## src/sv/swbsf_pkg.sv

```systemverilog
// shared types and constants for the stop-and-wait byte-stuffing framer
package swbsf_pkg;

    // operation codes on the input tuser
    localparam logic [1:0] OP_PAYLOAD  = 2'd0;
    localparam logic [1:0] OP_END      = 2'd1;
    localparam logic [1:0] OP_RESPONSE = 2'd2;

    // response kinds on the output tuser
    localparam logic [1:0] KIND_NONE   = 2'd0;
    localparam logic [1:0] KIND_ACK    = 2'd1;
    localparam logic [1:0] KIND_REJECT = 2'd2;
    localparam logic [1:0] KIND_IGNORE = 2'd3;

    // configuration register indexes
    localparam int unsigned CFG_AW = 3;
    localparam logic [CFG_AW-1:0] REG_FLAG      = 3'd0;
    localparam logic [CFG_AW-1:0] REG_ESCAPE    = 3'd1;
    localparam logic [CFG_AW-1:0] REG_ADDRESS   = 3'd2;
    localparam logic [CFG_AW-1:0] REG_CTRL_ZERO = 3'd3;
    localparam logic [CFG_AW-1:0] REG_CTRL_ONE  = 3'd4;
    localparam logic [CFG_AW-1:0] REG_RDY_ZERO  = 3'd5;
    localparam logic [CFG_AW-1:0] REG_RDY_ONE   = 3'd6;

    // fixed codes
    localparam logic [7:0] REJECT_CODE_ZERO = 8'd1;
    localparam logic [7:0] REJECT_CODE_ONE  = 8'd129;
    localparam logic [7:0] STUFF_FLAG       = 8'h5e;
    localparam logic [7:0] STUFF_ESC        = 8'h5d;

    // job queue geometry
    localparam int unsigned Q_DEPTH = 4;
    localparam int unsigned Q_AW    = 2;

    // configuration register bank
    typedef struct packed {
        logic [7:0] flag;
        logic [7:0] escape;
        logic [7:0] address;
        logic [7:0] ctrl_zero;
        logic [7:0] ctrl_one;
        logic [7:0] rdy_zero;
        logic [7:0] rdy_one;
    } t_cfg;

    // one classified item waiting for the back end
    typedef struct packed {
        logic       hdr;     // emit header first
        logic       resp;    // response report only
        logic       stuff;   // body byte goes through stuffing
        logic       close;   // append closing flag
        logic [1:0] kind;    // response kind
        logic [7:0] ctrl;    // control byte for the header
        logic [7:0] data;    // body byte
    } t_job;

endpackage

```

## src/sv/swbsf_front.sv

```systemverilog
// front end: accepts items, keeps the framing state and builds jobs
module swbsf_front (
    input  logic            i_clk,
    input  logic            i_rst_n,
    input  swbsf_pkg::t_cfg i_cfg,
    input  logic            i_valid,
    output logic            o_ready,
    input  logic [1:0]      i_op,
    input  logic [7:0]      i_data,
    output logic            o_push,
    output swbsf_pkg::t_job o_job,
    input  logic            i_q_full
);

    logic       r_seq;
    logic       n_seq;
    logic       r_hdr_sent;
    logic       n_hdr_sent;
    logic [7:0] r_acc;
    logic [7:0] n_acc;
    logic       w_take;

    assign o_ready = !i_q_full;
    assign w_take  = i_valid && !i_q_full;

    // classify the item and work out the next framing state
    always_comb begin
        n_seq        = r_seq;
        n_hdr_sent   = r_hdr_sent;
        n_acc        = r_acc;
        o_push       = 1'b0;
        o_job.hdr    = !r_hdr_sent;
        o_job.resp   = 1'b0;
        o_job.stuff  = 1'b1;
        o_job.close  = 1'b0;
        o_job.kind   = swbsf_pkg::KIND_NONE;
        o_job.ctrl   = r_seq ? i_cfg.ctrl_one : i_cfg.ctrl_zero;
        o_job.data   = i_data;
        unique case (i_op)
            swbsf_pkg::OP_PAYLOAD: begin
                o_push     = w_take;
                n_hdr_sent = 1'b1;
                n_acc      = r_acc ^ i_data;
            end
            swbsf_pkg::OP_END: begin
                o_push      = w_take;
                o_job.data  = r_acc;
                o_job.stuff = r_hdr_sent;
                o_job.close = 1'b1;
                n_hdr_sent  = 1'b0;
                n_acc       = 8'd0;
            end
            swbsf_pkg::OP_RESPONSE: begin
                o_push     = w_take;
                o_job.hdr  = 1'b0;
                o_job.resp = 1'b1;
                if ((i_data == i_cfg.rdy_one && !r_seq) ||
                    (i_data == i_cfg.rdy_zero && r_seq)) begin
                    o_job.kind = swbsf_pkg::KIND_ACK;
                    n_seq      = !r_seq;
                end else if (i_data == swbsf_pkg::REJECT_CODE_ONE ||
                             i_data == swbsf_pkg::REJECT_CODE_ZERO) begin
                    o_job.kind = swbsf_pkg::KIND_REJECT;
                end else begin
                    o_job.kind = swbsf_pkg::KIND_IGNORE;
                end
            end
            default: begin
                // unused code: dropped without effect
                o_push = 1'b0;
            end
        endcase
    end

    // framing state registers
    always_ff @(posedge i_clk) begin
        if (!i_rst_n) begin
            r_seq      <= 1'b0;
            r_hdr_sent <= 1'b0;
            r_acc      <= 8'd0;
        end else if (w_take) begin
            r_seq      <= n_seq;
            r_hdr_sent <= n_hdr_sent;
            r_acc      <= n_acc;
        end
    end

endmodule

```

## src/sv/swbsf_queue.sv

```systemverilog
// short job queue between the front end and the back end
module swbsf_queue (
    input  logic            i_clk,
    input  logic            i_rst_n,
    input  logic            i_push,
    input  swbsf_pkg::t_job i_job,
    output logic            o_full,
    input  logic            i_pop,
    output logic            o_valid,
    output swbsf_pkg::t_job o_job
);

    swbsf_pkg::t_job                   r_mem [swbsf_pkg::Q_DEPTH];
    logic [swbsf_pkg::Q_AW-1:0]        r_wptr;
    logic [swbsf_pkg::Q_AW-1:0]        r_rptr;
    logic [swbsf_pkg::Q_AW:0]          r_count;
    logic                              w_pop;

    assign o_full  = (r_count == (swbsf_pkg::Q_AW+1)'(swbsf_pkg::Q_DEPTH));
    assign o_valid = (r_count != '0);
    assign o_job   = r_mem[r_rptr];
    assign w_pop   = i_pop && o_valid;

    // storage
    always_ff @(posedge i_clk) begin
        if (i_push) begin
            r_mem[r_wptr] <= i_job;
        end
    end

    // pointers and fill count
    always_ff @(posedge i_clk) begin
        if (!i_rst_n) begin
            r_wptr  <= '0;
            r_rptr  <= '0;
            r_count <= '0;
        end else begin
            if (i_push) begin
                r_wptr <= r_wptr + 1'b1;
            end
            if (w_pop) begin
                r_rptr <= r_rptr + 1'b1;
            end
            if (i_push && !w_pop) begin
                r_count <= r_count + 1'b1;
            end else if (!i_push && w_pop) begin
                r_count <= r_count - 1'b1;
            end
        end
    end

endmodule

```

## src/sv/swbsf_back.sv

```systemverilog
// back end: expands each job into line bytes, one per cycle unless the output stalls
module swbsf_back (
    input  logic            i_clk,
    input  logic            i_rst_n,
    input  swbsf_pkg::t_cfg i_cfg,
    input  logic            i_job_valid,
    input  swbsf_pkg::t_job i_job,
    output logic            o_pop,
    output logic            o_valid,
    input  logic            i_ready,
    output logic [7:0]      o_byte,
    output logic [3:0]      o_user,
    output logic            o_last
);

    // step codes within one job
    localparam logic [2:0] PH_START = 3'd0;
    localparam logic [2:0] PH_HDR0  = 3'd1;
    localparam logic [2:0] PH_HDR1  = 3'd2;
    localparam logic [2:0] PH_HDR2  = 3'd3;
    localparam logic [2:0] PH_HDR3  = 3'd4;
    localparam logic [2:0] PH_BODY  = 3'd5;
    localparam logic [2:0] PH_SUB   = 3'd6;
    localparam logic [2:0] PH_CLOSE = 3'd7;

    logic [2:0] r_phase;
    logic [2:0] w_phase;
    logic [2:0] n_phase;
    logic       w_done;
    logic       w_load;
    logic [7:0] w_byte;
    logic       w_bvalid;
    logic       w_fend;
    logic [1:0] w_kind;
    logic       w_is_flag;
    logic       w_is_esc;

    logic       r_valid;
    logic [7:0] r_byte;
    logic [3:0] r_user;
    logic       r_last;

    assign w_is_flag = (i_job.data == i_cfg.flag);
    assign w_is_esc  = (i_job.data == i_cfg.escape);
    assign w_phase   = (r_phase != PH_START) ? r_phase :
                       (i_job.hdr ? PH_HDR0 : PH_BODY);
    assign w_load    = i_job_valid && (!r_valid || i_ready);
    assign o_pop     = w_load && w_done;

    // current byte and the step after it
    always_comb begin
        w_byte   = 8'd0;
        w_bvalid = 1'b1;
        w_fend   = 1'b0;
        w_kind   = swbsf_pkg::KIND_NONE;
        w_done   = 1'b0;
        n_phase  = PH_START;
        unique case (w_phase)
            PH_HDR0: begin
                w_byte  = i_cfg.flag;
                n_phase = PH_HDR1;
            end
            PH_HDR1: begin
                w_byte  = i_cfg.address;
                n_phase = PH_HDR2;
            end
            PH_HDR2: begin
                w_byte  = i_job.ctrl;
                n_phase = PH_HDR3;
            end
            PH_HDR3: begin
                w_byte  = i_cfg.address ^ i_job.ctrl;
                n_phase = PH_BODY;
            end
            PH_BODY: begin
                if (i_job.resp) begin
                    w_bvalid = 1'b0;
                    w_kind   = i_job.kind;
                    w_done   = 1'b1;
                end else if (i_job.stuff && (w_is_flag || w_is_esc)) begin
                    w_byte  = i_cfg.escape;
                    n_phase = PH_SUB;
                end else begin
                    w_byte  = i_job.data;
                    w_done  = !i_job.close;
                    n_phase = PH_CLOSE;
                end
            end
            PH_SUB: begin
                w_byte  = w_is_flag ? swbsf_pkg::STUFF_FLAG : swbsf_pkg::STUFF_ESC;
                w_done  = !i_job.close;
                n_phase = PH_CLOSE;
            end
            PH_CLOSE: begin
                w_byte = i_cfg.flag;
                w_fend = 1'b1;
                w_done = 1'b1;
            end
            default: begin
                w_done = 1'b1;
            end
        endcase
    end

    // step register
    always_ff @(posedge i_clk) begin
        if (!i_rst_n) begin
            r_phase <= PH_START;
        end else if (w_load) begin
            r_phase <= w_done ? PH_START : n_phase;
        end
    end

    // output register
    always_ff @(posedge i_clk) begin
        if (!i_rst_n) begin
            r_valid <= 1'b0;
        end else if (w_load) begin
            r_valid <= 1'b1;
        end else if (i_ready) begin
            r_valid <= 1'b0;
        end
    end

    always_ff @(posedge i_clk) begin
        if (w_load) begin
            r_byte <= w_byte;
            r_user <= {w_kind, w_fend, w_bvalid};
            r_last <= w_done;
        end
    end

    assign o_valid = r_valid;
    assign o_byte  = r_byte;
    assign o_user  = r_user;
    assign o_last  = r_last;

endmodule

```

## src/sv/stop_wait_byte_stuff_framer.sv

```systemverilog
// top level: configuration bank, front end, job queue and back end
// an input item is taken every cycle while the four-entry job queue has room
// a taken item is registered in the job queue, its first byte then in the output register
// the back end emits one result byte per cycle unless the output stalls: a response
// gives one report item, a payload byte 1 or 2 bytes, plus 4 with a header, an end 2 to 6
// reset (synchronous, active low) clears framing state and queue, reloads register defaults
module stop_wait_byte_stuff_framer (
    input  logic                        i_clk,
    input  logic                        i_rst_n,
    input  logic                        i_s_axis_tvalid,
    output logic                        o_s_axis_tready,
    input  logic [7:0]                  i_s_axis_tdata,  // data_byte
    input  logic [1:0]                  i_s_axis_tuser,  // operation
    output logic                        o_m_axis_tvalid,
    input  logic                        i_m_axis_tready,
    output logic [7:0]                  o_m_axis_tdata,  // out_byte
    // response_kind[1:0], frame_end, byte_valid (msb first)
    output logic [3:0]                  o_m_axis_tuser,
    output logic                        o_m_axis_tlast,  // run_last
    input  logic                        i_cfg_we,
    input  logic [swbsf_pkg::CFG_AW-1:0] i_cfg_index,
    input  logic [7:0]                  i_cfg_wdata
);

    swbsf_pkg::t_cfg r_cfg;
    swbsf_pkg::t_job w_push_job;
    swbsf_pkg::t_job w_head_job;
    logic            w_push;
    logic            w_full;
    logic            w_pop;
    logic            w_head_valid;

    // configuration register bank
    always_ff @(posedge i_clk) begin
        if (!i_rst_n) begin
            r_cfg.flag      <= 8'h7e;
            r_cfg.escape    <= 8'h7d;
            r_cfg.address   <= 8'h03;
            r_cfg.ctrl_zero <= 8'h00;
            r_cfg.ctrl_one  <= 8'h40;
            r_cfg.rdy_zero  <= 8'h05;
            r_cfg.rdy_one   <= 8'h85;
        end else if (i_cfg_we) begin
            unique case (i_cfg_index)
                swbsf_pkg::REG_FLAG:      r_cfg.flag      <= i_cfg_wdata;
                swbsf_pkg::REG_ESCAPE:    r_cfg.escape    <= i_cfg_wdata;
                swbsf_pkg::REG_ADDRESS:   r_cfg.address   <= i_cfg_wdata;
                swbsf_pkg::REG_CTRL_ZERO: r_cfg.ctrl_zero <= i_cfg_wdata;
                swbsf_pkg::REG_CTRL_ONE:  r_cfg.ctrl_one  <= i_cfg_wdata;
                swbsf_pkg::REG_RDY_ZERO:  r_cfg.rdy_zero  <= i_cfg_wdata;
                swbsf_pkg::REG_RDY_ONE:   r_cfg.rdy_one   <= i_cfg_wdata;
                default: begin
                end
            endcase
        end
    end

    // item classification and framing state
    swbsf_front u_front (
        .i_clk    (i_clk),
        .i_rst_n  (i_rst_n),
        .i_cfg    (r_cfg),
        .i_valid  (i_s_axis_tvalid),
        .o_ready  (o_s_axis_tready),
        .i_op     (i_s_axis_tuser),
        .i_data   (i_s_axis_tdata),
        .o_push   (w_push),
        .o_job    (w_push_job),
        .i_q_full (w_full)
    );

    // job queue
    swbsf_queue u_queue (
        .i_clk   (i_clk),
        .i_rst_n (i_rst_n),
        .i_push  (w_push),
        .i_job   (w_push_job),
        .o_full  (w_full),
        .i_pop   (w_pop),
        .o_valid (w_head_valid),
        .o_job   (w_head_job)
    );

    // byte sequencer and output register
    swbsf_back u_back (
        .i_clk       (i_clk),
        .i_rst_n     (i_rst_n),
        .i_cfg       (r_cfg),
        .i_job_valid (w_head_valid),
        .i_job       (w_head_job),
        .o_pop       (w_pop),
        .o_valid     (o_m_axis_tvalid),
        .i_ready     (i_m_axis_tready),
        .o_byte      (o_m_axis_tdata),
        .o_user      (o_m_axis_tuser),
        .o_last      (o_m_axis_tlast)
    );

endmodule
```

## config.mk

```make
export PLATFORM = sky130hd
export DESIGN_NAME = stop_wait_byte_stuff_framer
export DESIGN_NICKNAME = d
export VERILOG_FILES = /design/src/sv/swbsf_pkg.sv /design/src/sv/swbsf_front.sv /design/src/sv/swbsf_queue.sv /design/src/sv/swbsf_back.sv /design/src/sv/stop_wait_byte_stuff_framer.sv
export SDC_FILE = /design/constraint.sdc
export NUM_CORES = 1
export LEC_CHECK = 0
export ABC_CLOCK_PERIOD_IN_PS = 3740
export CORE_AREA = 2 2 118 120
export DETAILED_ROUTE_END_ITERATION = 16
export DIE_AREA = 0 0 120 122
export DONT_BUFFER_PORTS = 1
export GPL_ROUTABILITY_DRIVEN = 1
export GPL_TIMING_DRIVEN = 0
export PLACE_DENSITY = 0.84
export SLEW_MARGIN = 20
export SYNTH_ARGS = -nofsm -noshare
export SYNTH_HDL_FRONTEND = slang
export SYNTH_SLANG_ARGS = --single-unit
```

## constraint.sdc

```tcl
create_clock -name i_clk -period 3.74 [get_ports i_clk]
set_clock_uncertainty 0.2 [all_clocks]
set_input_delay 0.374 -clock i_clk [delete_from_list [all_inputs] [get_ports i_clk]]
set_output_delay 0.374 -clock i_clk [all_outputs]
set_load 0.02 [all_outputs]
```

Word level (Yosys, flattened, before mapping)
Memories as Yosys holds them, arrays and structs flattened. A register that Yosys moved wholly into a read port is not among the register bits.
Index checks and enable logic that the tools add are counted.
{ "classes": {"add_sub_neg": 4, "n_eq_ne": 22, "mux": 33, "bitwise_logic": 2, "reduce_logical": 40} }
{ "ops": {"columns": ["operator", "count"], "rows": [
  ["$pmux 8 s6", 1],
  ["$eq 8x8->1", 4],
  ["$mux 8", 4],
  ["$eq 3x3->1 const B", 8],
  ["$mux 3", 6],
  ["$pmux 3 s6", 1],
  ["$reduce_and 2->1", 9],
  ["$pmux 8 s2", 1],
  ["$xor 8x8->8", 2],
  ["$mux 2", 7],
  ["$eq 3x2->1 const B", 4],
  ["$mux 1", 11],
  ["$logic_and 1x1->1", 9],
  ["$eq 8x1->1 const B", 1],
  ["$eq 8x8->1 const B", 1],
  ["$logic_not 1->1", 7],
  ["$eq 3x1->1 const B", 2],
  ["$reduce_bool 2->1", 3],
  ["$reduce_bool 3->1", 2],
  ["$add 2x1->2 const B", 2],
  ["$logic_or 1x1->1", 4],
  ["$reduce_or 4->1", 1],
  ["$add 3x1->3 const B", 1],
  ["$logic_not 3->1", 1],
  ["9 further kinds", 9]
]} }
{ "word_totals": {"reg_bits": 90, "mem_bits_rw": 88, "wordCells": 122, "memories": 1} }
{ "memory_table": {"columns": ["name", "depth", "word_bits", "read_ports", "rd_ports_with_merged_regs", "wr", "line", "rtl"], "rows": [
  ["u_queue.r_mem", 4, 22, 1, 1, 1, "swbsf_queue.sv:13", "swbsf_pkg::t_job r_mem [swbsf_pkg::Q_DEPTH];"]
]} }

Longest topological paths before layout
{ "depth": {"word_depth": 11, "ltp_mapped": 14, "ltp_nobuf": 13} }

Hierarchy
Synthesis repeated with hierarchy kept, for this count alone.
{ "hier_totals": {"hier_cells": 645, "area_unflattened_um2": 8261.7} }
{ "by_module_without_submodules": {"columns": ["mod", "instances", "cells_per_inst", "area_per_inst_um2"], "rows": [
  ["swbsf_queue", 1, 157, 3654.8],
  ["stop_wait_byte_stuff_framer", 1, 207, 2173.3],
  ["swbsf_back", 1, 174, 1525.2],
  ["swbsf_front", 1, 107, 908.4]
]} }

Worst setup path before layout
OpenSTA, ideal clock, no wires.
{ "synth_timing": {"kind": "register -> register", "startpoint": "register with a tool-made name", "endpoint": "register u_queue.r_count[2] in the netlist's numbering", "setup_ps": 70, "arrival_time_ps": 3189, "required_ps": 3470, "setup_slack_ps": 280, "stages_incl_launch_ff": 15, "n_path_buf": 1, "synth_period_minus_slack_ps": 3460, "cell_sequence": "dfxtp_1 > buf_6 > mux4_2 > xnor2_1 > nand4_1 > nor2_2 > o21ai_2 > o211a_4 > inv_2 > ha_1 > inv_1 > fa_1 > xor2_1 > or3_1 > a21oi_1"} }
{ "synth_lines": {"columns": ["item", "line", "rtl"], "rows": [
  ["end signal, assigned", "swbsf_queue.sv:45", "r_count <= r_count + 1'b1;"],
  ["end signal, assigned", "swbsf_queue.sv:47", "r_count <= r_count - 1'b1;"],
  ["end, declared", "swbsf_queue.sv:16", "logic [swbsf_pkg::Q_AW:0] r_count;"]
]} }

==> flow_summary.yaml <==
finish:
  area_delta_synth_final_pct: 13.95
  final_cell_mix: "nand2_1, edfxtp_1, dfxtp_1"
  final_nets: 756
  fill_cells: 917
  layout_commonest_cell: "nand2_1"
  diodes: 0
  drive_gt1_share_pct: 13.70
sta:
  setup_ws_ns: -0.01006
  setup_tns_ns: -0.01006
  layout_min_cycle_time_ns: 3.750
  worst_slew_pin_slew_ns: 0.9729
  maxSlewViolCount: 0
  fmax_ghz: 0.2667
  post-route-period-util_pct: 100.3
  finalHoldViolations: 0
  final-setup-viol-count: 1
  hold_ws_ns: 0.01239
  relSlewSlack_pct: 35.14
synthesis:
  avgSynthCellArea_um2: 11.48
  seq_area_frac_synth_pct: 58.88
  synth-main-ff-cell: "edfxtp_1"
  ys_warn_count: 0
  syn_inst: 683
  synth_async_sr_flop_share_pct: 0
  muxShareOfSynthArea_pct: 10.50
  synth_compound_area_share_pct: 8.365
  synth-edff-count: 101
  synth_top_family_by_area: "simple AND/OR/NAND/NOR gates"
  synth_simple_gate_area_share_pct: 14.97
  yosys.area_share.adder_pct: 1.054
  synth_nets: 715
  synth_cell_types: 49
  ys_ff_latch: 180
  syn_area_mm2: 0.007838
  synth_xor_area_share_pct: 4.135
power_and_ir_drop:
  seq_power_share_pct: 44.4
  leakage_nw: 3.139
  totalPowerFinal_mw: 5.800
  ir_drop_mv: 0.5100
  pwr-share-clk_pct: 30.9
  swShare_pct: 30.59
  p_int_mw: 4.026
  p_per_area_mw_per_mm2: 649.5
  combinationalPowerShare_pct: 24.7
  p_sw_mw: 1.774
route:
  final_antenna_net_count: 0
  drt_wl_total_um: 19350
  firstDrtPassIters: 5
  drtIter0Drc: 684
  routedWlPerCell_um: 21.10
  vias_per_cell: 6.240
  vias: 5722
  drc: 0
placed_design:
  place_hpwl_um: 12830
  place_congestion: 0.9470
  io_buffers: 0
clocking:
  cts-root-buf: "clkbuf_16"
  clockBufferDepth: 2
  numCtsBuffers: 17
  cts_tree: "built"
  clk_pin_slew_ns: 0.07
  clock_sinks: 180
  htreeDepth: 4
  clkLatencyLatePin_ns: 0.43
die:
  fp.dieH_um: 122
  die_x_um: 120
  die_area_mm2: 0.01464
  io_pins: 41
  core-area_mm2: 0.01350
  num_rows: 43
  start_util_pct: 58.04
critical_path:
  critPathArrivalTime_ns: 3.91
  slowest_delay_ns: 0.60
  cp_slowest_cell: "mux4_2"
  required_ns: 3.90
  startpoint_type: "flip-flop"
  worstPathCellList: "buf_12 -> mux4_2 -> xnor2_2 -> nand4_1 -> nor2_2 -> o21ai_4 -> o211a_4 -> inv_4 -> ha_4 -> inv_1 -> fa_1 -> xor2_1 -> or3_1 -> a21oi_2"
  critPathKind: "flip-flop to flip-flop"
  crit_fanout: 8
  regToRegSetupSlack_ns: -0.01
  end_kind: "flip-flop"
status:
  violations: "setup timing"
  outcome: "finished, violations left"
grt:
  grt_pass1_wl_um: 30080
  grt_max_degree: 23
  grt_antenna_before_repair: 0
  grt_pass1_vias: 5772
  grtUsageTotal_pct: 27.43
  grt_overflow: 0
job:
  drv_cap: 0
min_path:
  hp-class: "input port to flip-flop"
logic make-up after synthesis:
group                      after synthesis
muxes                                   52
buffers and inverters                   39
AOI/OAI and AO/OA                      112
adders and majority gates                6
DFF                                    180
and+or+nand+nor                        257
xor gates and xnor gates                37
state kept, by name (all words and copies together), names as in the netlist, named ones only:
register / cells
u_queue.r_mem: 88
r_cfg: 56
u_back.o_byte: 8
u_front.r_acc: 8
u_back.o_user: 4
u_back.r_phase: 3
u_queue.r_count: 3
u_queue.r_rptr: 2
u_queue.r_wptr: 2
u_back.o_last: 1
u_back.o_valid: 1
u_front.r_hdr_sent: 1
u_front.r_seq: 1
cells in the mapped netlist, types with 3 or more instances:
cell type / number / area (um2)
a221oi_1: 6 / 52.55
xor2_1: 3 / 26.28
and3_1: 4 / 25.02
or2_2: 3 / 18.77
nand2_1: 127 / 476.7
mux2i_1: 14 / 140.1
clkbuf_1: 26 / 97.59
nor3_1: 7 / 35.03
a21oi_1: 59 / 295.3
and2_1: 6 / 37.54
o21ai_1: 11 / 55.05
nor2_1: 35 / 131.4
o21ai_0: 17 / 85.08
inv_1: 7 / 26.28
xnor2_1: 34 / 297.8
ha_1: 5 / 62.56
nand3b_1: 10 / 75.07
nand4_1: 7 / 43.79
edfxtp_1: 101 / 3033
dfxtp_1: 79 / 1582
nor2b_1: 12 / 75.07
mux2_2: 16 / 180.2
mux4_2: 20 / 450.4
nand3_1: 28 / 140.1
nand2b_1: 13 / 81.33
repair_timing:
item / CTS / global route
hold buffers: 12 / 0
setup endpoints to repair: 1 / 1
resized for setup: 7 / 7
buffers inserted: 1 / 8
pin swaps: 1 / 4
endpoints found under the hold margin: 60 / 0
worst paths after layout:
kind,startpoint,to,cells after the start
setup reg to reg,flip-flop,u_queue.r_count[2],14
setup / recovery,flip-flop,u_queue.r_count[2],14
hold / removal,i_s_axis_tdata[0],u_front.r_acc[0],3
hold reg to reg,r_cfg[20],r_cfg[20],2
per-layer routing:
layer  global-route usage [%]  vias to the layer above  wire length (um)  share of wire (%)
met5                        0                        -                 0                  0
met4                    14.34                        0               783                4.0
met3                    7.444                       80              1925                9.9
met2                    43.47                      331              9273                 48
met1                    34.70                     2759              7371                 38
li1                         -                     2552                 -                  -
worst max-delay path, delay by kind of cell, from the launching register on:
family | cells | cell delay, ns
and+or+nand+nor | 3 | 0.72
buffers and inverters | 3 | 0.28
DFF | 1 | 0.40
AOI/OAI and AO/OA | 3 | 0.53
muxes | 1 | 0.60
adders and majority gates | 2 | 0.56
xor gates and xnor gates | 2 | 0.38
per-stage QoR:
step                      cell area (um2)  util [%]  cells  setup WS (ns)
after floorplan                      7838         -    683         0.2804
after global placement               8063     59.71    863       -0.07803
after detailed placement             8083     59.85    864        -0.1738
after CTS                            8830     65.39    909       0.003050
after global routing                 8931     66.14    917        -0.1175
final                                8931     66.14    917       -0.01006
power by group through the flow:
stage / clock network, mW / logic (mW) / registers (mW)
after global placement: 0 / 1.22 / 2.59
after floorplan: 0 / 0.972 / 2.57
after detailed placement: 0 / 1.29 / 2.61
after CTS: 1.80 / 1.33 / 2.57
final: 1.79 / 1.43 / 2.57
after global routing: 1.89 / 1.54 / 2.59
layout make-up:
cell class	instances	area, um2	area share [%]
repair buffers	22	198.9	2.228
flip-flops and latches	180	4618	51.71
inverters	9	36.28	0.4063
clock buffers	21	471.7	5.282
well taps	180	225.2	2.522
plain buffers	30	141.4	1.583
multi-input cells	464	3117	34.90
clock inverters	11	122.6	1.373
No activity file was read; power rests on OpenSTA's default activity.
